**src/rtl/core/graph_depth_first_walk_top_macros.svh**
```systemverilog
// ---------------------------------------------------------------------------
// Graph walk assertion macros
// Short forms for the concurrent checks of the graph walk core. Each use
// samples on clk and is disabled while rst_n is low.
// ---------------------------------------------------------------------------
`ifndef GRAPH_DEPTH_FIRST_WALK_TOP_MACROS_SVH
`define GRAPH_DEPTH_FIRST_WALK_TOP_MACROS_SVH

// Same-cycle implication: cons must hold whenever ante holds.
`define GDFW_ASSERT_IMP(lbl, ante, cons) \
  lbl: assert property (@(posedge clk) disable iff (!rst_n) (ante) |-> (cons)) \
    else $error("gdfw: same-cycle check failed");

// Next-cycle implication: cons must hold in the cycle after ante.
`define GDFW_ASSERT_NXT(lbl, ante, cons) \
  lbl: assert property (@(posedge clk) disable iff (!rst_n) (ante) |=> (cons)) \
    else $error("gdfw: next-cycle check failed");

`endif

```
**src/rtl/core/gdfw_ram.sv**
```systemverilog
// ---------------------------------------------------------------------------
// Graph walk RAM
// Simple dual-port RAM, one write port with bit mask, one registered read.
// ---------------------------------------------------------------------------
module gdfw_ram #(
  parameter int WIDTH  = 8,
  parameter int DEPTH  = 64,
  parameter int ADDR_W = $clog2(DEPTH)
) (
  input  logic              clk,
  input  logic              we,
  input  logic [WIDTH-1:0]  wmask,
  input  logic [ADDR_W-1:0] waddr,
  input  logic [WIDTH-1:0]  wdata,
  input  logic [ADDR_W-1:0] raddr,
  output logic [WIDTH-1:0]  rdata
);

  logic [WIDTH-1:0] mem [DEPTH];

  always_ff @(posedge clk) begin
    if (we) begin
      for (int i = 0; i < WIDTH; i++) begin
        if (wmask[i]) begin
          mem[waddr][i] <= wdata[i];
        end
      end
    end
    rdata <= mem[raddr];
  end

endmodule

```
**config.mk**
```make
export PLATFORM = sky130hd
export DESIGN_NAME = gdfw_ram
export DESIGN_NICKNAME = d
export VERILOG_FILES = /design/src/rtl/core/graph_depth_first_walk_top_macros.svh /design/src/rtl/core/gdfw_ram.sv
export SDC_FILE = /design/constraint.sdc
export NUM_CORES = 1
export LEC_CHECK = 0
export BUFFER_PORTS_ARGS = -buffer_cell sky130_fd_sc_hd__buf_2
export CAP_MARGIN = 5
export CELL_PAD_IN_SITES_DETAIL_PLACEMENT = 1
export CELL_PAD_IN_SITES_GLOBAL_PLACEMENT = 1
export CORE_ASPECT_RATIO = 2
export CORE_MARGIN = 2
export CORE_UTILIZATION = 48
export DETAILED_ROUTE_END_ITERATION = 10
export PLACE_DENSITY_LB_ADDON = 0.1
export SYNTH_ARGS = -nofsm -noshare
export SYNTH_HDL_FRONTEND = slang
export SYNTH_SLANG_ARGS = --single-unit
```
**constraint.sdc**
```tcl
create_clock -name clk -period 2.25 [get_ports clk]
set_clock_uncertainty 0.15 [all_clocks]
set_input_delay 0.3375 -clock clk [delete_from_list [all_inputs] [get_ports clk]]
set_output_delay 0.3375 -clock clk [all_outputs]
set_load 0.1 [all_outputs]
```
Word-level counts from Yosys, hierarchy flattened:

Memory sizes are Yosys's and may differ from the RTL's. A register that Yosys moved wholly into a read port is not among the register bits.
Cells that the tools add are included.

* add/subtract/negate cells: 0
* multiply operators: 0
* div/mod/pow operators: 0
* order comparisons: 0
* equal/unequal tests: 0
* shifts and indexed selects: 0
* muxes and demuxes: 24
* bitwise logic cells: 0
* reductions and logical operators: 0

Operators with widths (count)
* 1-bit two-way mux: 24

* flip-flop bits (word level): 0
* latch bits: 0
* RAM bits: 512
* ROM bits: 0
* output and inout port bits: 8
* memories: 1

Memories
* mem: words 64, width 8, read ports 1, clocked after Yosys merged registers in 1, wr ports 1, line gdfw_ram.sv:19 `logic [WIDTH-1:0] mem [DEPTH];`

Depth between registers and ports, before layout:

Gate-level depths: netlist of run 1.

* word-level depth: 3
* mapped depth: 9

Worst setup path before layout of run 1:

Ideal clock, no wire load.

* kind: in2reg
* from: input port raddr[1]
* to: register rdata[7] (read register of mem)
* setup time: 0.117 ns
* data arrival time: 1.875 ns
* data required time: 1.983 ns
* slack: 0.108 ns
* cell stages on the path: 7
* path buffers: 3
* path through: buf_2 > buf_2 > buf_4 > mux4_2 > a221oi_1 > o21ai_0 > a22o_1

RTL lines
* start, declared: line gdfw_ram.sv:15 `input logic [ADDR_W-1:0] raddr,`
* end, declared: line gdfw_ram.sv:16 `output logic [WIDTH-1:0] rdata`

==> flow_summary.json, run 1 <==
{
  "std_cell_rows": 111,
  "postRouteAntennaNets": 0,
  "synthTopCellsByCount": "nor2_1 (519), edfxtp_1 (512), mux4_2 (121), nand2_1 (89), clkbuf_1 (68)",
  "cts.sink_count": 520,
  "clock_latency_ps": 580,
  "start_util_pct": 48.6,
  "dp_hpwl_um": 43100,
  "initialDrtViolationCount": 1051,
  "grt_pass1_vias": 14648,
  "syn_nets": 1530,
  "area.growth.synth_to_final_pct": 15.2,
  "synth_ff_type": "edfxtp_1",
  "fin_tns_setup_ps": 0,
  "timing.critical_path.buf_inv": 1,
  "cp-end-kind": "flop",
  "cts_tree": "done",
  "period_minus_slack_ps": 2070,
  "crit_type": "flop to flop",
  "cp-start-kind": "flop",
  "avgSynthCellArea_um2": 14.8,
  "hold_class": "input port to flop",
  "gp_congestion": 0.832,
  "drc": 0,
  "hold_violations": 0,
  "p_total_mw": 20.5,
  "ys_types": 40,
  "max_stage_delay_ps": 480,
  "viasPerCell": 6.08,
  "async_reset_ff_share_pct": 0,
  "holdBufCountCts": 0,
  "die_area_um2": 48200,
  "status": "completed",
  "pin_count": 38,
  "routed_wl_um": 65700,
  "synth.area.top_cells": "edfxtp_1 (69%), mux4_2 (12%), nor2_1 (8.8%), nand2_1 (1.5%), clkbuf_1 (1.1%)",
  "slew_headroom_pct": 32.2,
  "leakagePower_nw": 8.30,
  "critPathMaxFanout": 1,
  "max_freq_mhz": 482,
  "synth.top_cell.area_share_pct": 69.1,
  "drv_cap": 0,
  "numPlacedInstances": 2145,
  "die_h_um": 309,
  "final_cell_area_um2": 25600,
  "fin_nets": 1658,
  "nFillCells": 4318,
  "post-synth-top-count-cell": "nor2_1",
  "place_ws_ps": -392,
  "slew_violations": 0,
  "dpl_cell_area_um2": 24100,
  "synth_area_um2": 22300,
  "cts_buffer_depth": 3,
  "grt_antenna_before_repair": 0,
  "worstPathRequired_ps": 2570,
  "tightest_slew_ps": 1020,
  "vias": 13547,
  "synth-edff-count": 512,
  "wl_met1_um": 23800,
  "synth_cells": 1500,
  "wl_per_cell_um": 29.5,
  "finalNonFillerCells": 2228,
  "post_cts_buffers": 0,
  "p_per_area_nw_per_um2": 800,
  "yosys.area.top_type": "edfxtp_1",
  "cts-resized-gates": 0,
  "drive_above_1_share_pct": 23.4,
  "fin_crit_sh_pct": 92.2,
  "seq_area_frac_synth_pct": 69.8,
  "vdd_ir_drop_max_mv": 0.551,
  "htree_levels": 2,
  "ys_seq_elements": 520,
  "overflow": 0,
  "rsz0062_at_grt": "no",
  "yosys_warnings": 0,
  "die_w_um": 156,
  "grt_max_degree": 65,
  "path_clk_slew_ps": 70,
  "fin_ws_ps": 175,
  "crit_chain": "mux4_2 -> nor2b_1 -> a2111oi_2 -> buf_4 -> nor3_1 -> a22o_1",
  "cts-buffers-inserted": 46,
  "grt_pass1_wl_um": 97300,
  "cp_top_family": "compound AO/OA/AOI/OAI gates",
  "drt_first_pass_iters": 5,
  "diodes": 0,
  "setup_viol_count_final": 0,
  "cp_data_arrival_time_ps": 2390,
  "grt_use_total_pct": 28.3,
  "core_area_um2": 45800,
  "met3_length_um": 2810,
  "critPathSlowestCell": "mux4_2",
  "met2_length_um": 35700,
  "topRoutingLayerUsed": "met4",
  "io_buffers": 37,
  "cts_root_buf": "clkbuf_16"
}
flip-flops by register name (all words and copies together), names as in the netlist:
name,cells
mem,512
rdata,8
logic make-up (layout without fill, tap and decap cells):
family	after synthesis	count (layout)	share of synthesized area, %
AOI/OAI and AO/OA	70	70	2.40
muxes	143	143	13.8
buffers and inverters	105	268	2.29
and+or+nand+nor	662	662	11.7
DFF	520	520	69.8
layer usage:
layer | up-vias | global-route usage [%]
met5 | - | 0
met4 | 0 | 13.1
met3 | 118 | 2.98
met2 | 394 | 51.5
met1 | 7211 | 33.4
li1 | 5824 | -
per-stage QoR:
| step | hold slack, ps | utilization, % |
|---|---|---|
| 4_1_cts | 92.5 | 56.0 |
| 3_5_place_dp | 701 | 52.6 |
| 6_report | 98.7 | 56.0 |
| 3_3_place_gp | 686 | 52.6 |
| 2_1_floorplan | 286 | - |
| 5_1_grt | 117 | 56.0 |
worst reg2reg max path: cells and delay by family (launching register included):
family                 cells  cell delay [ps]
AO/OA/AOI/OAI              2              530
AND/OR/NAND/NOR            2              260
multiplexers               1              480
flip-flops                 1              370
buffers and inverters      1              190
layout by cell type, fill, tap and decap left out, types with 9 or more instances in the layout:
master     synthesis  routed
nor2b_1           13      13
buf_4              7     124
buf_2             22      34
clkbuf_16          0      49
o21ai_0           12      12
nand3_1           11      11
nand2_1           89      81
o221ai_1           9       9
edfxtp_1         512     512
o22ai_1           12      12
nor2_1           519     519
buf_12             2      26
mux4_2           121     121
mux2i_1           13      13
worst paths after layout:
kind	slack (ps)	cells after the start	startpoint	end
min reg2reg	720	4	mem[55][7]$_DFFE_PP_	rdata[7]$_DFF_P_
max	180	6	mem[2][1]$_DFFE_PP_	rdata[1]$_DFF_P_
max reg2reg	180	6	mem[2][1]$_DFFE_PP_	rdata[1]$_DFF_P_
min	100	2	wdata[1]	mem[49][1]$_DFFE_PP_
power by group:
| part | internal, mW | switching [mW] | total, mW |
|---|---|---|---|
| clock | 4.66 | 3.57 | 8.22 |
| sequential | 10.7 | 0.0269 | 10.7 |
| combinational | 0.533 | 1.06 | 1.59 |
| total | 15.9 | 4.65 | 20.5 |
area by class of cell:
| class | count | area, um2 | share of cell area [%] |
|---|---|---|---|
| Multi-Input combinational cell | 875 | 6230 | 24.3 |
| Clock inverter | 26 | 283 | 1.10 |
| Tap cell | 565 | 707 | 2.76 |
| Clock buffer | 57 | 1260 | 4.90 |
| Sequential cell | 520 | 15500 | 60.6 |
| Timing Repair Buffer | 185 | 1640 | 6.38 |
Power figures use the tool's default switching activity.
==> run 2: changes to the inputs <==
--- a/config.mk
+++ b/config.mk
@@ -11,7 +11,7 @@
 export CELL_PAD_IN_SITES_GLOBAL_PLACEMENT = 1
 export CORE_ASPECT_RATIO = 2
 export CORE_MARGIN = 2
-export CORE_UTILIZATION = 48
+export CORE_UTILIZATION = 43
 export DETAILED_ROUTE_END_ITERATION = 10
 export PLACE_DENSITY_LB_ADDON = 0.1
 export SYNTH_ARGS = -nofsm -noshare
==> run 2 against run 1 <==
Net effect:
- register-to-register slack got worse by 95 ps
- flip-flop and latch count unchanged
- maximum frequency decreased by 5.6%
- first-iteration DRC count down 6.9%
- die area is 11% higher
- critical endpoint is now rdata[0]$_DFF_P_
- utilization is 6.0 points lower
==> flow_summary.json, run 2 (same netlist as run 1, synthesis figures left out) <==
{
  "met1_usage_pct": 29.9,
  "regMostFlops": "mem",
  "critPathSlowestCell": "mux4_2",
  "die_h_um": 326,
  "final_common_cell": "nor2_1",
  "p_total_mw": 20.2,
  "largest_registers": "mem x512, rdata x8",
  "max_freq_mhz": 455,
  "htree_levels": 2,
  "rr_worst_depth": 6,
  "leakagePower_nw": 8.31,
  "fin_util_pct": 50.0,
  "postRouteAntennaNets": 0,
  "viasPerCell": 5.67,
  "r2r-end": "rdata[4]$_DFF_P_",
  "max_stage_delay_ps": 500,
  "start_util_pct": 43.2,
  "holdBufCountCts": 0,
  "cp_common_cell": "buf_4",
  "setup_viol_count_final": 0,
  "final_cell_mix": "nor2_1 (519), edfxtp_1 (512), buf_4 (132), mux4_2 (121), nand2_1 (81)",
  "hold_violations": 0,
  "fin_crit_sh_pct": 97.7,
  "routed_wl_um": 64700,
  "cts_tree": "done",
  "drive_above_1_share_pct": 23.5,
  "drv_cap": 0,
  "pin_count": 38,
  "initialDrtViolationCount": 978,
  "grt_use_total_pct": 25.0,
  "core_area_um2": 51500,
  "slew_violations": 0,
  "drt_first_pass_iters": 5,
  "cts_buffer_depth": 3,
  "cp_top_family": "compound AO/OA/AOI/OAI gates",
  "io_buffers": 37,
  "cts_root_buf": "clkbuf_16",
  "std_cell_rows": 118,
  "cp-end-kind": "flop",
  "grt_antenna_before_repair": 1,
  "critical_path.startpoint": "raddr[0]",
  "cts.sink_count": 520,
  "grtUsageMet3_pct": 2.33,
  "hold_depth": 2,
  "reg2reg_from": "mem[3][4]$_DFFE_PP_",
  "grt_pass1_wl_um": 95900,
  "drc": 0,
  "cts-buffers-inserted": 46,
  "met2_usage_pct": 46.8,
  "cts-resized-gates": 0,
  "critPathMaxFanout": 13,
  "post_cts_buffers": 0,
  "crit_type": "input port to flop",
  "diodes": 0,
  "numPlacedInstances": 2249,
  "vdd_ir_drop_max_mv": 0.585,
  "p_per_area_nw_per_um2": 786,
  "min_to": "mem[13][3]$_DFFE_PP_",
  "hp-start": "wdata[3]",
  "crit_chain": "clkbuf_8 -> buf_4 -> buf_4 -> mux4_2 -> a221oi_1 -> o21ai_0 -> a22o_1",
  "hold_class": "input port to flop",
  "die_area_um2": 53700,
  "r2r_slack_ps": 80,
  "status": "completed",
  "timing.critical_path.buf_inv": 3,
  "area.growth.synth_to_final_pct": 15.8,
  "fin_nets": 1667,
  "period_minus_slack_ps": 2200,
  "timing.hold.ws_ps": 94.4,
  "rsz0062_at_grt": "no",
  "overflow": 0,
  "cp-start-kind": "input port",
  "cp_data_arrival_time_ps": 2530,
  "worstPathRequired_ps": 2580,
  "slew_headroom_pct": 13.3,
  "gp_congestion": 0.840,
  "largest_reg_flops": 512,
  "vias": 13233,
  "tightest_slew_ps": 1300,
  "die_w_um": 165,
  "wl_per_cell_um": 27.7,
  "grt_max_degree": 65,
  "grt_pass1_vias": 14374,
  "path_clk_slew_ps": 70,
  "dp_hpwl_um": 43200,
  "finalNonFillerCells": 2333,
  "grt_busiest_layer": "met2",
  "fin_tns_setup_ps": 0,
  "clock_latency_ps": 590
}
[run 2: routing by layer]
layer	routed length [um]	vias to the layer above	share of wire, %
met5	13	-	0.020
met4	1920	2	3.0
met3	2000	103	3.1
met2	36400	282	56
met1	24300	7009	38
li1	-	5837	-
[run 2: worst max path at each step]
stage                  endpoint  slack, ps  cells after the start
2_1_floorplan  rdata[7]$_DFF_P_        110                      7
3_3_place_gp   rdata[0]$_DFF_P_       -500                      8
3_5_place_dp   rdata[0]$_DFF_P_       -540                      7
4_1_cts        rdata[1]$_DFF_P_         40                      6
5_1_grt        rdata[0]$_DFF_P_         30                      7
6_report       rdata[0]$_DFF_P_         50                      7
[run 2: through the flow]
step / setup WS, ps / cell area [um2]
detailed placement: -545 / 24300
global placement: -498 / 24300
CTS: 36.3 / 25800
floorplan: 108 / 22300
global route: 32.0 / 25800
finish: 51.5 / 25800
[run 2: layout make-up]
type | instances | area, um2
repair buffers | 194 | 1710
multi-input cells | 875 | 6230
fillers | 5068 | 25800
flip-flops and latches | 520 | 15500
clock inverters | 25 | 225
clock buffers | 59 | 1240
well taps | 660 | 826
[run 2: power breakdown]
group          switching, mW  internal, mW  total [mW]
Clock                   3.57          4.36        7.93
Sequential            0.0314          10.7        10.7
Combinational           1.04         0.552        1.59
Total                   4.65          15.6        20.2
==> run 3: changes to the inputs <==
--- a/config.mk
+++ b/config.mk
@@ -5,6 +5,7 @@
 export SDC_FILE = /design/constraint.sdc
 export NUM_CORES = 1
 export LEC_CHECK = 0
+export ABC_CLOCK_PERIOD_IN_PS = 1900
 export BUFFER_PORTS_ARGS = -buffer_cell sky130_fd_sc_hd__buf_2
 export CAP_MARGIN = 5
 export CELL_PAD_IN_SITES_DETAIL_PLACEMENT = 1
@@ -14,6 +15,7 @@
 export CORE_UTILIZATION = 43
 export DETAILED_ROUTE_END_ITERATION = 10
 export PLACE_DENSITY_LB_ADDON = 0.1
+export SKIP_CTS_REPAIR_TIMING = 1
 export SYNTH_ARGS = -nofsm -noshare
 export SYNTH_HDL_FRONTEND = slang
 export SYNTH_SLANG_ARGS = --single-unit
==> constraint.sdc (replaced) <==
create_clock -name clk -period 1.9 [get_ports clk]
set_clock_uncertainty 0.15 [all_clocks]
set_input_delay 0.285 -clock clk [delete_from_list [all_inputs] [get_ports clk]]
set_output_delay 0.285 -clock clk [all_outputs]
set_load 0.1 [all_outputs]
==> run 3 against run 2 <==
Net effect:
- the flow now finishes with violations (negative setup slack)
- largest power group unchanged
- sequential share of layout area is 0.81 points lower
- setup slack got worse by 86 ps
- combinational power is 25% higher
- critical path depth down 2
- total power increased by 20%
- count of clock-buffer cells in the layout is the same
- via count is 0.51% higher
- flip-flop and latch count is the same
- critical endpoint is now rdata[1]$_DFF_P_
- largest cell class unchanged
- register-to-register slack lost 110 ps
- global-route usage is 0.43 points higher
- clock power grew 20%
- utilization is 0.68 points higher
==> flow_summary.json, run 3 (same netlist as run 1, synthesis figures left out) <==
{
  "wl_met1_um": 24600,
  "fin_tns_setup_ps": -34.6,
  "leakagePower_nw": 8.41,
  "wl_per_cell_um": 28.2,
  "drv_cap": 0,
  "met2_length_um": 37000,
  "clock_latency_ps": 570,
  "hold_violations": 0,
  "routed_wl_um": 66000,
  "cts_tree": "done",
  "numPlacedInstances": 2260,
  "rsz0062_at_grt": "yes",
  "gp_congestion": 0.796,
  "largest_registers": "mem x512, rdata x8",
  "finalNonFillerCells": 2345,
  "htree_levels": 2,
  "p_per_area_nw_per_um2": 927,
  "final_cell_area_um2": 26100,
  "cts.sink_count": 520,
  "period_minus_slack_ps": 1930,
  "overflow": 0,
  "path_clk_slew_ps": 60,
  "die_h_um": 326,
  "final_cell_mix": "nor2_1 (519), edfxtp_1 (512), buf_4 (142), mux4_2 (125), nand2_1 (81)",
  "violations": "negative setup slack",
  "io_buffers": 37,
  "start_util_pct": 43.2,
  "nFillCells": 4957,
  "initialDrtViolationCount": 886,
  "regMostFlops": "mem",
  "fin_ws_ps": -34.6,
  "drive_above_1_share_pct": 25.9,
  "pin_count": 38,
  "grt_use_total_pct": 25.4,
  "critPathMaxFanout": 1,
  "final_common_cell": "nor2_1",
  "status": "finished with violations",
  "worstPathRequired_ps": 2210,
  "p_total_mw": 24.2,
  "cp-start-kind": "flop",
  "postRouteAntennaNets": 0,
  "setup_viol_count_final": 1,
  "hold_class": "input port to flop",
  "cts_root_buf": "clkbuf_16",
  "vias": 13301,
  "cts_buffer_depth": 3,
  "area.growth.synth_to_final_pct": 17.3,
  "slew_violations": 0,
  "grt_pass1_vias": 14441,
  "fin_nets": 1680,
  "core_area_um2": 51500,
  "max_freq_mhz": 517,
  "grt_antenna_before_repair": 0,
  "cp-end-kind": "flop",
  "vdd_ir_drop_max_mv": 0.709,
  "grt_pass1_wl_um": 97500,
  "largest_reg_flops": 512,
  "cts-buffers-inserted": 48,
  "tightest_slew_ps": 1260,
  "cp_data_arrival_time_ps": 2250,
  "topRoutingLayerUsed": "met4",
  "met3_length_um": 2070,
  "slew_headroom_pct": 16.1,
  "die_area_um2": 53700,
  "fin_crit_sh_pct": 102,
  "die_w_um": 165,
  "std_cell_rows": 118,
  "drc": 0,
  "drt_first_pass_iters": 5,
  "dpl_cell_area_um2": 24400,
  "viasPerCell": 5.67,
  "dp_hpwl_um": 43700,
  "crit_type": "flop to flop",
  "grt_max_degree": 65
}
run 3: changes by cell type in the layout (fill, tap and decap cells not counted), moves of 5 or more:
cell | before | now
a2111oi_2 | 5 | 0
a2111oi_4 | 0 | 5
a221oi_1 | 7 | 1
a221oi_2 | 1 | 7
buf_4 | 132 | 142
clkinv_1 | 12 | 7
nor3_1 | 7 | 2
o21ai_0 | 12 | 6
run 3: through the flow:
step / util [%] / setup slack (ps) / hold slack (ps)
2_1_floorplan: - / -76.7 / 234
3_3_place_gp: 47.4 / -702 / 691
3_5_place_dp: 47.4 / -712 / 680
4_1_cts: 50.3 / -222 / 81.4
5_1_grt: 50.7 / -66.4 / 152
6_report: 50.7 / -34.6 / 151
run 3: report_power, final:
part,switching (mW),total (mW),internal [mW]
clock network,4.28,9.54,5.26
registers,0.0314,12.7,12.7
logic,1.30,1.99,0.690
total,5.61,24.2,18.6
run 3: per-layer routing:
layer | vias up | global-route usage (%)
met2 | 269 | 47.7
met5 | - | 0
met3 | 115 | 2.30
met1 | 7059 | 30.2
met4 | 0 | 8.05
li1 | 5858 | -
run 3: worst max-delay path, cell delays in order (launching register included):
cell	delay, ps
edfxtp_1	380
mux4_2	470
nor2b_1	180
a2111oi_4	310
nor3_4	140
a22o_1	210
run 3: path summary, 6_finish.rpt:
check / start / end / slack [ps] / depth (start not counted)
max: mem[0][1]$_DFFE_PP_ / rdata[1]$_DFF_P_ / -30 / 5
min: wdata[5] / mem[30][5]$_DFFE_PP_ / 150 / 1
max reg2reg: mem[0][1]$_DFFE_PP_ / rdata[1]$_DFF_P_ / -30 / 5
min reg2reg: mem[38][4]$_DFFE_PP_ / rdata[4]$_DFF_P_ / 690 / 4
run 3: layout make-up:
class	count	area (um2)	area share (%)
clock inverter	25	228	0.872
timing repair buffer	205	1810	6.93
multi-input combinational	875	6450	24.7
sequential	520	15500	59.5
clock buffer	59	1260	4.84
tap	660	826	3.16
antenna	1	2.50	0.00958
